--- config.mk ---
export PLATFORM = sky130hd
export DESIGN_NAME = adts_stream_scanner_flat
export DESIGN_NICKNAME = d
export VERILOG_FILES = /design/src/sv/adts_pkg.sv /design/src/sv/adts_in_if.sv /design/src/sv/adts_out_if.sv /design/src/sv/adts_div.sv /design/src/sv/adts_datapath.sv /design/src/sv/adts_ctrl.sv /design/src/sv/adts_stream_scanner.sv /design/src/flat_wrapper.sv
export SDC_FILE = /design/constraint.sdc
export NUM_CORES = 2
export LEC_CHECK = 0
export ABC_AREA = 1
export BUFFER_PORTS_ARGS = -buffer_cell sky130_fd_sc_hd__clkbuf_2
export CORE_MARGIN = 5
export CORE_UTILIZATION = 45
export CTS_BUF_LIST = sky130_fd_sc_hd__clkbuf_4 sky130_fd_sc_hd__clkbuf_8
export DETAILED_ROUTE_END_ITERATION = 8
export PLACE_DENSITY_LB_ADDON = 0.08
export REMOVE_ABC_BUFFERS = 1
export SLEW_MARGIN = 10
export SYNTH_ARGS = -nofsm -noshare
export SYNTH_HDL_FRONTEND = slang
export SYNTH_SLANG_ARGS = --single-unit
--- constraint.sdc ---
create_clock -name clk -period 7.8 [get_ports clk]
set_clock_uncertainty 0.1 [all_clocks]
set_input_delay 1.56 -clock clk [delete_from_list [all_inputs] [get_ports clk]]
set_output_delay 1.56 -clock clk [all_outputs]
set_load 0.02 [all_outputs]
--- src/sv/adts_pkg.sv ---
// Shared types, constants and the sample-rate table of the ADTS stream scanner.
// Depends on nothing; used by the divider, datapath, controller, top level and bench.
package adts_pkg;

  localparam int FRAME_COUNT_BITS_DEF = 24;

  localparam logic [7:0]  SYNC_BYTE0    = 8'hFF;
  localparam logic [7:0]  SYNC_MASK1    = 8'hF6;
  localparam logic [7:0]  SYNC_VAL1     = 8'hF0;
  localparam logic [7:0]  RATE_MASK     = 8'h3C;
  localparam logic [1:0]  LEN_HI_MASK   = 2'h3;
  localparam logic [12:0] MIN_FRAME_LEN = 13'd8;

  localparam int MUL_A_W = 32;
  localparam int MUL_B_W = 20;
  localparam int PROD_W  = MUL_A_W + MUL_B_W;
  localparam logic [MUL_B_W-1:0] MS_SCALE = 20'd1024000;

  localparam int DIV_W     = 54;
  localparam int DIV_CNT_W = $clog2(DIV_W + 1);

  localparam logic [31:0] NO_RATE_MS = 32'd1000;

  typedef enum logic [2:0] {
    ST_SCAN,
    ST_MUL_A,
    ST_MUL_B,
    ST_DIV_K,
    ST_WAIT_K,
    ST_DIV_M,
    ST_WAIT_M,
    ST_EMIT
  } state_t;

  typedef enum logic {
    MUL_TOTAL_RATE,
    MUL_FRAMES_SCALE
  } mul_sel_t;

  typedef enum logic {
    DIV_KBPS,
    DIV_MS
  } div_sel_t;

  typedef struct packed {
    logic     take;
    logic     mul_en;
    mul_sel_t mul_sel;
    logic     div_start;
    div_sel_t div_sel;
    logic     cap_kbps;
    logic     cap_ms;
    logic     load_out;
  } ctrl_cmd_t;

  function automatic logic [16:0] rate_hz(input logic [3:0] idx);
    logic [16:0] r;
    unique case (idx)
      4'd0:    r = 17'd96000;
      4'd1:    r = 17'd88200;
      4'd2:    r = 17'd64000;
      4'd3:    r = 17'd48000;
      4'd4:    r = 17'd44100;
      4'd5:    r = 17'd32000;
      4'd6:    r = 17'd24000;
      4'd7:    r = 17'd22050;
      4'd8:    r = 17'd16000;
      4'd9:    r = 17'd12000;
      4'd10:   r = 17'd11025;
      4'd11:   r = 17'd8000;
      4'd12:   r = 17'd7350;
      default: r = 17'd0;
    endcase
    return r;
  endfunction

endpackage

--- src/sv/adts_in_if.sv ---
// Byte request channel of the ADTS stream scanner: valid, ready, byte, last_byte.
// Depends on nothing.
interface adts_in_if;
  logic       valid;
  logic       ready;
  logic [7:0] data_byte;
  logic       last_byte;

  modport source (output valid, output data_byte, output last_byte, input ready);
  modport sink (input valid, input data_byte, input last_byte, output ready);
endinterface

--- src/sv/adts_out_if.sv ---
// Summary request channel of the ADTS stream scanner: valid, ready and the stream summary.
// Depends on nothing.
interface adts_out_if;
  logic        valid;
  logic        ready;
  logic [23:0] frame_count;
  logic [31:0] total_bytes;
  logic [16:0] sample_rate_hz;
  logic [15:0] bitrate_kbps;
  logic [31:0] duration_ms;

  modport source (
    output valid, output frame_count, output total_bytes, output sample_rate_hz,
    output bitrate_kbps, output duration_ms, input ready
  );
  modport sink (
    input valid, input frame_count, input total_bytes, input sample_rate_hz,
    input bitrate_kbps, input duration_ms, output ready
  );
endinterface

--- src/sv/adts_div.sv ---
// Shared restoring divider of the ADTS stream scanner, one quotient bit per cycle.
// Depends on adts_pkg for the operand width.
module adts_div (
  input  logic                       clk,
  input  logic                       rst_n,
  input  logic                       start,
  input  logic [adts_pkg::DIV_W-1:0] dividend,
  input  logic [adts_pkg::DIV_W-1:0] divisor,
  output logic [adts_pkg::DIV_W-1:0] quotient,
  output logic                       done
);

  logic [adts_pkg::DIV_W-1:0]     rem_r, rem_nxt;
  logic [adts_pkg::DIV_W-1:0]     quo_r, quo_nxt;
  logic [adts_pkg::DIV_W-1:0]     dsr_r;
  logic [adts_pkg::DIV_CNT_W-1:0] cnt_r, cnt_nxt;
  logic                           busy_r, busy_nxt;
  logic                           done_r, done_nxt;
  logic [adts_pkg::DIV_W:0]       trial;
  logic [adts_pkg::DIV_W:0]       diff;
  logic                           ge;

  assign trial = {rem_r, quo_r[adts_pkg::DIV_W-1]};
  assign diff  = trial - {1'b0, dsr_r};
  assign ge    = trial >= {1'b0, dsr_r};

  always_comb begin
    rem_nxt  = rem_r;
    quo_nxt  = quo_r;
    cnt_nxt  = cnt_r;
    busy_nxt = busy_r;
    done_nxt = 1'b0;
    if (start) begin
      rem_nxt  = '0;
      quo_nxt  = dividend;
      cnt_nxt  = adts_pkg::DIV_CNT_W'(adts_pkg::DIV_W);
      busy_nxt = 1'b1;
    end else if (busy_r) begin
      rem_nxt = ge ? diff[adts_pkg::DIV_W-1:0] : trial[adts_pkg::DIV_W-1:0];
      quo_nxt = {quo_r[adts_pkg::DIV_W-2:0], ge};
      cnt_nxt = cnt_r - adts_pkg::DIV_CNT_W'(1);
      if (cnt_r == adts_pkg::DIV_CNT_W'(1)) begin
        busy_nxt = 1'b0;
        done_nxt = 1'b1;
      end
    end
  end

  always_ff @(posedge clk) begin
    if (!rst_n) begin
      cnt_r  <= '0;
      busy_r <= 1'b0;
      done_r <= 1'b0;
    end else begin
      cnt_r  <= cnt_nxt;
      busy_r <= busy_nxt;
      done_r <= done_nxt;
    end
  end

  always_ff @(posedge clk) begin
    rem_r <= rem_nxt;
    quo_r <= quo_nxt;
    if (start) begin
      dsr_r <= divisor;
    end
  end

  assign quotient = quo_r;
  assign done     = done_r;

endmodule

--- src/sv/adts_datapath.sv ---
// Datapath of the ADTS stream scanner: header capture, frame walk, totals, multiplier,
// divider operands and the result register. Depends on adts_pkg and adts_div.
module adts_datapath #(
  parameter int FRAME_COUNT_BITS = adts_pkg::FRAME_COUNT_BITS_DEF
) (
  input  logic                  clk,
  input  logic                  rst_n,
  input  adts_pkg::ctrl_cmd_t   cmd,
  input  logic [7:0]            in_data_byte,
  output logic                  div_done,
  output logic [23:0]           out_frame_count,
  output logic [31:0]           out_total_bytes,
  output logic [16:0]           out_sample_rate_hz,
  output logic [15:0]           out_bitrate_kbps,
  output logic [31:0]           out_duration_ms
);

  logic [12:0]                 offset_r, offset_nxt;
  logic [7:0]                  hdr_r [0:5];
  logic [7:0]                  hdr_nxt [0:5];
  logic [12:0]                 cur_len_r, cur_len_nxt;
  logic [FRAME_COUNT_BITS-1:0] frames_r, frames_nxt;
  logic [31:0]                 total_r, total_nxt;
  logic [3:0]                  rate_idx_r, rate_idx_nxt;
  logic                        stopped_r, stopped_nxt;
  logic                        taken_r, taken_nxt;

  logic [12:0] hdr_len;
  logic [7:0]  sync_bits;
  logic [7:0]  rate_bits;
  logic        sync_ok;
  logic        hdr_fail;
  logic [12:0] len_eff;
  logic [32:0] total_sum;

  logic [16:0] rate_cur;
  logic [31:0] frames_ext;
  logic        frames_zero;

  logic [adts_pkg::MUL_A_W-1:0] mul_a;
  logic [adts_pkg::MUL_B_W-1:0] mul_b;
  logic [adts_pkg::PROD_W-1:0]  prod;
  logic [adts_pkg::PROD_W-1:0]  prod_a_r;
  logic [adts_pkg::PROD_W-1:0]  prod_b_r;

  logic [adts_pkg::DIV_W-1:0] dvd;
  logic [adts_pkg::DIV_W-1:0] dsr;
  logic [adts_pkg::DIV_W-1:0] quo;
  logic [15:0]                kbps_r;
  logic [31:0]                ms_r;

  assign hdr_len   = {hdr_r[3][1:0] & adts_pkg::LEN_HI_MASK, hdr_r[4], hdr_r[5][7:5]};
  assign sync_bits = hdr_r[1] & adts_pkg::SYNC_MASK1;
  assign sync_ok   = (hdr_r[0] == adts_pkg::SYNC_BYTE0) && (sync_bits == adts_pkg::SYNC_VAL1);
  assign rate_bits = hdr_r[2] & adts_pkg::RATE_MASK;
  assign total_sum = {1'b0, total_r} + 33'(hdr_len);

  always_comb begin
    offset_nxt   = offset_r;
    hdr_nxt      = hdr_r;
    cur_len_nxt  = cur_len_r;
    frames_nxt   = frames_r;
    total_nxt    = total_r;
    rate_idx_nxt = rate_idx_r;
    stopped_nxt  = stopped_r;
    taken_nxt    = taken_r;
    hdr_fail     = 1'b0;
    len_eff      = cur_len_r;
    if (cmd.load_out) begin
      offset_nxt   = '0;
      cur_len_nxt  = '0;
      frames_nxt   = '0;
      total_nxt    = '0;
      rate_idx_nxt = '0;
      stopped_nxt  = 1'b0;
      taken_nxt    = 1'b0;
    end else if (cmd.take && !stopped_r) begin
      if (offset_r < 13'd6) begin
        hdr_nxt[offset_r[2:0]] = in_data_byte;
      end
      if (offset_r == 13'd7) begin
        if (!sync_ok || (hdr_len < adts_pkg::MIN_FRAME_LEN)) begin
          stopped_nxt = 1'b1;
          hdr_fail    = 1'b1;
        end else begin
          if (!taken_r) begin
            rate_idx_nxt = rate_bits[5:2];
            taken_nxt    = 1'b1;
          end
          cur_len_nxt = hdr_len;
          len_eff     = hdr_len;
          total_nxt   = total_sum[32] ? 32'hFFFF_FFFF : total_sum[31:0];
        end
      end
      if (!hdr_fail) begin
        if ((offset_r >= 13'd7) && (({1'b0, offset_r} + 14'd1) >= {1'b0, len_eff})) begin
          if (frames_r != '1) begin
            frames_nxt = frames_r + FRAME_COUNT_BITS'(1);
          end
          offset_nxt = '0;
        end else begin
          offset_nxt = offset_r + 13'd1;
        end
      end
    end
  end

  always_ff @(posedge clk) begin
    if (!rst_n) begin
      offset_r   <= '0;
      cur_len_r  <= '0;
      frames_r   <= '0;
      total_r    <= '0;
      rate_idx_r <= '0;
      stopped_r  <= 1'b0;
      taken_r    <= 1'b0;
    end else begin
      offset_r   <= offset_nxt;
      cur_len_r  <= cur_len_nxt;
      frames_r   <= frames_nxt;
      total_r    <= total_nxt;
      rate_idx_r <= rate_idx_nxt;
      stopped_r  <= stopped_nxt;
      taken_r    <= taken_nxt;
    end
  end

  always_ff @(posedge clk) begin
    hdr_r <= hdr_nxt;
  end

  assign rate_cur    = taken_r ? adts_pkg::rate_hz(rate_idx_r) : 17'd0;
  assign frames_ext  = 32'(frames_r);
  assign frames_zero = (frames_r == '0);

  assign mul_a = (cmd.mul_sel == adts_pkg::MUL_FRAMES_SCALE) ? frames_ext : total_r;
  assign mul_b = (cmd.mul_sel == adts_pkg::MUL_FRAMES_SCALE) ? adts_pkg::MS_SCALE
                                                             : adts_pkg::MUL_B_W'(rate_cur);
  assign prod  = mul_a * mul_b;

  always_ff @(posedge clk) begin
    if (cmd.mul_en && (cmd.mul_sel == adts_pkg::MUL_TOTAL_RATE)) begin
      prod_a_r <= prod;
    end
    if (cmd.mul_en && (cmd.mul_sel == adts_pkg::MUL_FRAMES_SCALE)) begin
      prod_b_r <= prod;
    end
  end

  // kbps: (16*total*rate + frames*scale) / (2*frames*scale)
  // ms:   (2*frames*scale + rate) / (2*rate)
  always_comb begin
    if (cmd.div_sel == adts_pkg::DIV_MS) begin
      dvd = (adts_pkg::DIV_W'(prod_b_r) << 1) + adts_pkg::DIV_W'(rate_cur);
      dsr = adts_pkg::DIV_W'(rate_cur) << 1;
    end else begin
      dvd = (adts_pkg::DIV_W'(prod_a_r) << 4) + adts_pkg::DIV_W'(prod_b_r);
      dsr = adts_pkg::DIV_W'(prod_b_r) << 1;
    end
  end

  adts_div u_div (
    .clk      (clk),
    .rst_n    (rst_n),
    .start    (cmd.div_start),
    .dividend (dvd),
    .divisor  (dsr),
    .quotient (quo),
    .done     (div_done)
  );

  always_ff @(posedge clk) begin
    if (cmd.cap_kbps) begin
      if (frames_zero) begin
        kbps_r <= '0;
      end else begin
        kbps_r <= (|quo[adts_pkg::DIV_W-1:16]) ? 16'hFFFF : quo[15:0];
      end
    end
    if (cmd.cap_ms) begin
      if (rate_cur == 17'd0) begin
        ms_r <= adts_pkg::NO_RATE_MS;
      end else begin
        ms_r <= (|quo[adts_pkg::DIV_W-1:32]) ? 32'hFFFF_FFFF : quo[31:0];
      end
    end
  end

  always_ff @(posedge clk) begin
    if (cmd.load_out) begin
      out_frame_count    <= (frames_ext > 32'h00FF_FFFF) ? 24'hFF_FFFF : frames_ext[23:0];
      out_total_bytes    <= total_r;
      out_sample_rate_hz <= rate_cur;
      out_bitrate_kbps   <= kbps_r;
      out_duration_ms    <= ms_r;
    end
  end

endmodule

--- src/sv/adts_ctrl.sv ---
// Controller of the ADTS stream scanner: request handshakes and the summary sequence.
// Depends on adts_pkg for the state and command types.
module adts_ctrl (
  input  logic                clk,
  input  logic                rst_n,
  input  logic                in_valid,
  input  logic                in_last_byte,
  output logic                in_ready,
  input  logic                out_ready,
  output logic                out_valid,
  input  logic                div_done,
  output adts_pkg::ctrl_cmd_t cmd
);

  adts_pkg::state_t state_r, state_nxt;
  logic             out_valid_r, out_valid_nxt;

  always_comb begin
    state_nxt     = state_r;
    in_ready      = 1'b0;
    cmd           = '0;
    cmd.mul_sel   = adts_pkg::MUL_TOTAL_RATE;
    cmd.div_sel   = adts_pkg::DIV_KBPS;
    unique case (state_r)
      adts_pkg::ST_SCAN: begin
        in_ready = 1'b1;
        cmd.take = in_valid;
        if (in_valid && in_last_byte) begin
          state_nxt = adts_pkg::ST_MUL_A;
        end
      end
      adts_pkg::ST_MUL_A: begin
        cmd.mul_en = 1'b1;
        state_nxt  = adts_pkg::ST_MUL_B;
      end
      adts_pkg::ST_MUL_B: begin
        cmd.mul_en  = 1'b1;
        cmd.mul_sel = adts_pkg::MUL_FRAMES_SCALE;
        state_nxt   = adts_pkg::ST_DIV_K;
      end
      adts_pkg::ST_DIV_K: begin
        cmd.div_start = 1'b1;
        state_nxt     = adts_pkg::ST_WAIT_K;
      end
      adts_pkg::ST_WAIT_K: begin
        if (div_done) begin
          cmd.cap_kbps = 1'b1;
          state_nxt    = adts_pkg::ST_DIV_M;
        end
      end
      adts_pkg::ST_DIV_M: begin
        cmd.div_start = 1'b1;
        cmd.div_sel   = adts_pkg::DIV_MS;
        state_nxt     = adts_pkg::ST_WAIT_M;
      end
      adts_pkg::ST_WAIT_M: begin
        cmd.div_sel = adts_pkg::DIV_MS;
        if (div_done) begin
          cmd.cap_ms = 1'b1;
          state_nxt  = adts_pkg::ST_EMIT;
        end
      end
      adts_pkg::ST_EMIT: begin
        cmd.div_sel = adts_pkg::DIV_MS;
        if (!out_valid_r || out_ready) begin
          cmd.load_out = 1'b1;
          state_nxt    = adts_pkg::ST_SCAN;
        end
      end
    endcase
  end

  always_comb begin
    out_valid_nxt = out_valid_r;
    if (cmd.load_out) begin
      out_valid_nxt = 1'b1;
    end else if (out_valid_r && out_ready) begin
      out_valid_nxt = 1'b0;
    end
  end

  always_ff @(posedge clk) begin
    if (!rst_n) begin
      state_r     <= adts_pkg::ST_SCAN;
      out_valid_r <= 1'b0;
    end else begin
      state_r     <= state_nxt;
      out_valid_r <= out_valid_nxt;
    end
  end

  assign out_valid = out_valid_r;

endmodule

--- src/sv/adts_stream_scanner.sv ---
// Top level of the ADTS stream scanner: controller, datapath and request channels.
// Depends on adts_pkg, adts_in_if, adts_out_if, adts_ctrl and adts_datapath.
//
// The scanner takes an ADTS byte stream one byte per cycle and walks it frame by
// frame; in_ch.ready stays high while bytes stream in. The byte flagged last_byte
// starts the summary: two products on one shared 32x20 multiplier, then two
// quotients on a shared restoring divider that makes one bit per cycle over 54 bits.
// Input ready is low after the final byte while the controller runs the multiply,
// divide and emit states, and also while the previous summary is held in the output
// register. A held summary does not stop the next stream's bytes from being taken.
module adts_stream_scanner #(
  parameter int FRAME_COUNT_BITS = adts_pkg::FRAME_COUNT_BITS_DEF
) (
  input  logic        clk,
  input  logic        rst_n,
  adts_in_if.sink     in_ch,
  adts_out_if.source  out_ch
);

  adts_pkg::ctrl_cmd_t cmd;
  logic                div_done;

  adts_ctrl u_ctrl (
    .clk          (clk),
    .rst_n        (rst_n),
    .in_valid     (in_ch.valid),
    .in_last_byte (in_ch.last_byte),
    .in_ready     (in_ch.ready),
    .out_ready    (out_ch.ready),
    .out_valid    (out_ch.valid),
    .div_done     (div_done),
    .cmd          (cmd)
  );

  adts_datapath #(
    .FRAME_COUNT_BITS (FRAME_COUNT_BITS)
  ) u_datapath (
    .clk                (clk),
    .rst_n              (rst_n),
    .cmd                (cmd),
    .in_data_byte       (in_ch.data_byte),
    .div_done           (div_done),
    .out_frame_count    (out_ch.frame_count),
    .out_total_bytes    (out_ch.total_bytes),
    .out_sample_rate_hz (out_ch.sample_rate_hz),
    .out_bitrate_kbps   (out_ch.bitrate_kbps),
    .out_duration_ms    (out_ch.duration_ms)
  );

endmodule

--- src/flat_wrapper.sv ---
// flat-port wrapper written by rule: the top's interface ports become plain ports
module adts_stream_scanner_flat 
#(
  parameter int FRAME_COUNT_BITS = adts_pkg::FRAME_COUNT_BITS_DEF
)
  (clk, rst_n, in_ch_valid, in_ch_data_byte, in_ch_last_byte, in_ch_ready, out_ch_valid, out_ch_frame_count, out_ch_total_bytes, out_ch_sample_rate_hz, out_ch_bitrate_kbps, out_ch_duration_ms, out_ch_ready);
  adts_in_if in_ch_i ();
  adts_out_if out_ch_i ();
  input  logic clk;
  input  logic rst_n;
  input wire logic [$bits(in_ch_i.valid)-1:0] in_ch_valid;
  input wire logic [$bits(in_ch_i.data_byte)-1:0] in_ch_data_byte;
  input wire logic [$bits(in_ch_i.last_byte)-1:0] in_ch_last_byte;
  output wire logic [$bits(in_ch_i.ready)-1:0] in_ch_ready;
  output wire logic [$bits(out_ch_i.valid)-1:0] out_ch_valid;
  output wire logic [$bits(out_ch_i.frame_count)-1:0] out_ch_frame_count;
  output wire logic [$bits(out_ch_i.total_bytes)-1:0] out_ch_total_bytes;
  output wire logic [$bits(out_ch_i.sample_rate_hz)-1:0] out_ch_sample_rate_hz;
  output wire logic [$bits(out_ch_i.bitrate_kbps)-1:0] out_ch_bitrate_kbps;
  output wire logic [$bits(out_ch_i.duration_ms)-1:0] out_ch_duration_ms;
  input wire logic [$bits(out_ch_i.ready)-1:0] out_ch_ready;
  assign in_ch_i.valid = in_ch_valid;
  assign in_ch_i.data_byte = in_ch_data_byte;
  assign in_ch_i.last_byte = in_ch_last_byte;
  assign in_ch_ready = in_ch_i.ready;
  assign out_ch_valid = out_ch_i.valid;
  assign out_ch_frame_count = out_ch_i.frame_count;
  assign out_ch_total_bytes = out_ch_i.total_bytes;
  assign out_ch_sample_rate_hz = out_ch_i.sample_rate_hz;
  assign out_ch_bitrate_kbps = out_ch_i.bitrate_kbps;
  assign out_ch_duration_ms = out_ch_i.duration_ms;
  assign out_ch_i.ready = out_ch_ready;
  adts_stream_scanner #(.FRAME_COUNT_BITS(FRAME_COUNT_BITS)) u_core (.clk(clk), .rst_n(rst_n), .in_ch(in_ch_i), .out_ch(out_ch_i));
endmodule
==> metrics.md <==
| Metric | Value |
|---|---|
| Number of global-route vias before repair | `51,900` |
| Bufs on Longest Clock Path | `3` |
| Critical Path RT | `8.34 ns` |
| P_leak | `32.5 nW` |
| Slew @ Worst Pin | `1.24 ns` |
| IO Pins | `136` |
| Worst Path Arrival | `8.08 ns` |
| Seq/Total Area, Yosys | `27.6%` |
| Placed inst area | `62,000 µm²` |
| First-pass GRT wire length | `324,000 µm` |
| Via-to-Cell Ratio | `5.27` |
| Fillcell total | `12,700` |
| Total grt overflow | `0` |
| Post-synthesis simple-gate area fraction | `26.9%` |
| Maximum VDD drop | `0.146 mV` |
| Post-synth ARST share | `0%` |
| Drt total wl | `216,000 µm` |
| Combinational family with the most area after synthesis | `simple AND/OR/NAND/NOR gates` |
| CP startpoint kind | `flip-flop` |
| Worst path max stage delay | `0.61 ns` |
| Wire length per cell | `21.8 µm` |
| Fin area | `65,300 µm²` |
| F_max | `0.132 GHz` |
| Synth Area per Inst | `7.42 µm²` |
| Most used DFF post-synth | `edfxtp_1` |
| Most common cell after layout, fill and taps aside | `nand2_1` |
| Netlist Area Pre-Place | `56,800 µm²` |
| Cells after synthesis | `7,654` |
| Initial Util | `45.2%` |
| Area Growth Syn to Fin | `14.9%` |
| Tot Pwr | `0.0127 W` |
| Most frequent cells in the layout | `2,139 x nand2_1, 1,540 x inv_1, 828 x nor2_1, 513 x fa_1, 428 x nand3_1` |
| Clk Latency, worst-skew pair | `0.87 ns` |
| Via count | `52,100` |
| Most used cell, CP | `fa_1` |
| Post-DP HPWL | `180,000 µm` |
| Pins Over Slew Limit | `0` |
| Post-route ant nets | `0` |
| Height of the die | `365 µm` |
| Global route hottest layer | `met2` |
| CTS tree | `built` |
| DR iter-0 viols | `4,710` |
| Dpl cells | `9,660` |
| Met2 usage | `51.8%` |
| Clk root buf | `clkbuf_8` |
| Reg clk slew, reported paths | `0.06 ns` |
| Adder-Cell Fraction of Synth Area | `25.7%` |
| Final hold vios | `0` |
| Outcome | `complete, no violations` |
| Die area | `133,000 µm²` |
| Synth Area in Compound Gates | `5.56%` |
| XOR/XNOR share of the synthesized area | `1.96%` |
| PwrDens | `194 nW/µm²` |
| Yosys warns | `0` |
| Proportion of layout cells with a drive suffix above 1 | `11.6%` |
| Post-synth EDFFs | `408` |
| Met3 usage | `4.86%` |
| Largest net degree at the start of global routing | `80` |
| Antenna violations before repair | `9` |
| CP Capture Type | `flip-flop` |
| Clock sinks | `579` |
| Die X | `365 µm` |
| Register bit count reported by yosys | `579` |
| Worst min path class | `flip-flop to flip-flop` |
| CP Max Fanout | `15` |
| Gpl congestion | `1.00` |
| Gr usage total | `32.5%` |
| Port Buffers | `135` |
| Slowest CP cell | `fa_1` |
| Count of standard-cell rows | `130` |
| Post-Layout Cell Count | `9,883` |
| M1 GR Usage | `46.1%` |
| Core area | `126,000 µm²` |
| Slew margin rel. | `17.0%` |
| TritonRoute pass-1 iters | `6` |
| Final period util | `96.8%` |
| Max_cap viols | `0` |
| Distinct cells, synth | `57` |
| Final setup viols | `0` |
| Crit path time final | `7.55 ns` |
| Setup CP Type | `flip-flop to flip-flop` |
| CTS buffer count | `106` |
| Mux share of post-synthesis cell area | `0.194%` |
| Layout Nets | `8,999` |
| Residual DRC | `0` |
| H-tree levels | `3` |
==> registers in the layout, indices dropped and copies added, names as in the netlist, 32 cells and up, named ones only <==
signal and flops:
u_core.u_datapath.ms_r 32, u_core.u_datapath.out_duration_ms 32, u_core.u_datapath.out_total_bytes 32, u_core.u_datapath.prod_a_r 50, u_core.u_datapath.prod_b_r 52, u_core.u_datapath.total_r 32, u_core.u_datapath.u_div.dsr_r 52, u_core.u_datapath.u_div.quotient 54
u_core.u_datapath.u_div.rem_r 54
==> stage by stage <==
stage | hold WS [ns] | setup WS [ns] | util (%) | setup TNS (ns)
2_1_floorplan | 0.300 | -3.28 | - | -348.70
3_3_place_gp | 0.301 | -0.286 | 49.4 | -5.45
3_5_place_dp | 0.305 | -0.311 | 49.4 | -7.28
4_1_cts | 0.262 | 0.00208 | 51.4 | 0
5_1_grt | 0.289 | -0.0155 | 52.0 | -0.0658
6_report | 0.261 | 0.253 | 52.0 | 0
==> layout make-up <==
| cell class | instances | area [µm²] | share of cell area [%] |
|---|---|---|---|
| tap | 1650 | 2060 | 3.16 |
| sequential | 579 | 15700 | 24.0 |
| inverter | 1597 | 6030 | 9.24 |
| clock inverter | 58 | 661 | 1.01 |
| clock buffer | 144 | 1810 | 2.78 |
| timing repair buffer | 530 | 3990 | 6.11 |
| multi-input combinational | 5322 | 35000 | 53.7 |
| antenna | 3 | 7.51 | 0.0115 |
==> cells in the mapped netlist (all sizes together) (9+ instances only) <==
library cell	count	area, µm²
nand3b	15	113
and2	9	56.3
clkinv	19	71.3
o21bai	27	203
a21o	13	97.6
a31oi	28	175
o21a	14	105
nor3	71	390
xnor2	49	429
a211oi	13	97.6
o21ai	173	866
nand3	433	2190
clkbuf	116	435
xor2	78	683
a21oi	290	1460
ha	319	3990
buf	66	392
mux2i	11	110
nor2	883	3400
edfxtp	408	12300
dfxtp	171	3420
nand4	107	697
fa	531	10600
nand2	2167	8170
or2	14	87.6
nor4	24	165
inv	1578	5920
==> worst max-delay path, delay by kind of cell, from the launching register on <==
| family | cells | cell delay, ns |
|---|---|---|
| and+or+nand+nor | 10 | 1.53 |
| DFF | 1 | 0.31 |
| xor gates and xnor gates | 1 | 0.20 |
| buffers and inverters | 11 | 1.19 |
| adders and majority gates | 8 | 3.98 |
==> power by group <==
group | internal [W] | switching (W)
registers | 0.00379 | 0.000382
logic | 0.00154 | 0.00359
clock network | 0.00189 | 0.00147
==> routing by layer <==
metal	part of all wire, %	up-vias
met5	0.016	-
met4	3.1	4
met3	7.7	303
met2	44	1866
met1	45	25400
li1	-	24500
==> what timing repair did <==
| item | in CTS | in global routing |
|---|---|---|
| hold buffers | 0 | 0 |
| hold endpoints to repair | 0 | 0 |
| resized for setup | 21 | 176 |
| gates cloned | 0 | 1 |
| setup buffers | 1 | 16 |
| endpoints found under the setup margin | 64 | 76 |
| pin swaps | 1 | 31 |
==> worst paths after layout <==
path | cells after the start | slack (ns) | end | start
max reg2reg | 30 | 0.25 | u_core.u_datapath.prod_a_r[36] | u_core.u_ctrl.state_r[1]
min reg2reg | 0 | 0.26 | u_core.u_datapath.out_duration_ms[8] | u_core.u_datapath.ms_r[8]
min | 0 | 0.26 | u_core.u_datapath.out_duration_ms[8] | u_core.u_datapath.ms_r[8]
max | 30 | 0.25 | u_core.u_datapath.prod_a_r[36] | u_core.u_ctrl.state_r[1]
==> cells by family (layout without fill, tap and decap cells) <==
logic type               Yosys count  count (layout)
adder cells (fa/ha/maj)          850             850
flip-flops                       579             579
other                              2              31
multiplexers                      11              11
AO/OA/AOI/OAI                    579             579
XOR/XNOR                         127             127
buffers and inverters           1779            2329
AND/OR/NAND/NOR                 3727            3727
(Power assumes the default switching activity.)
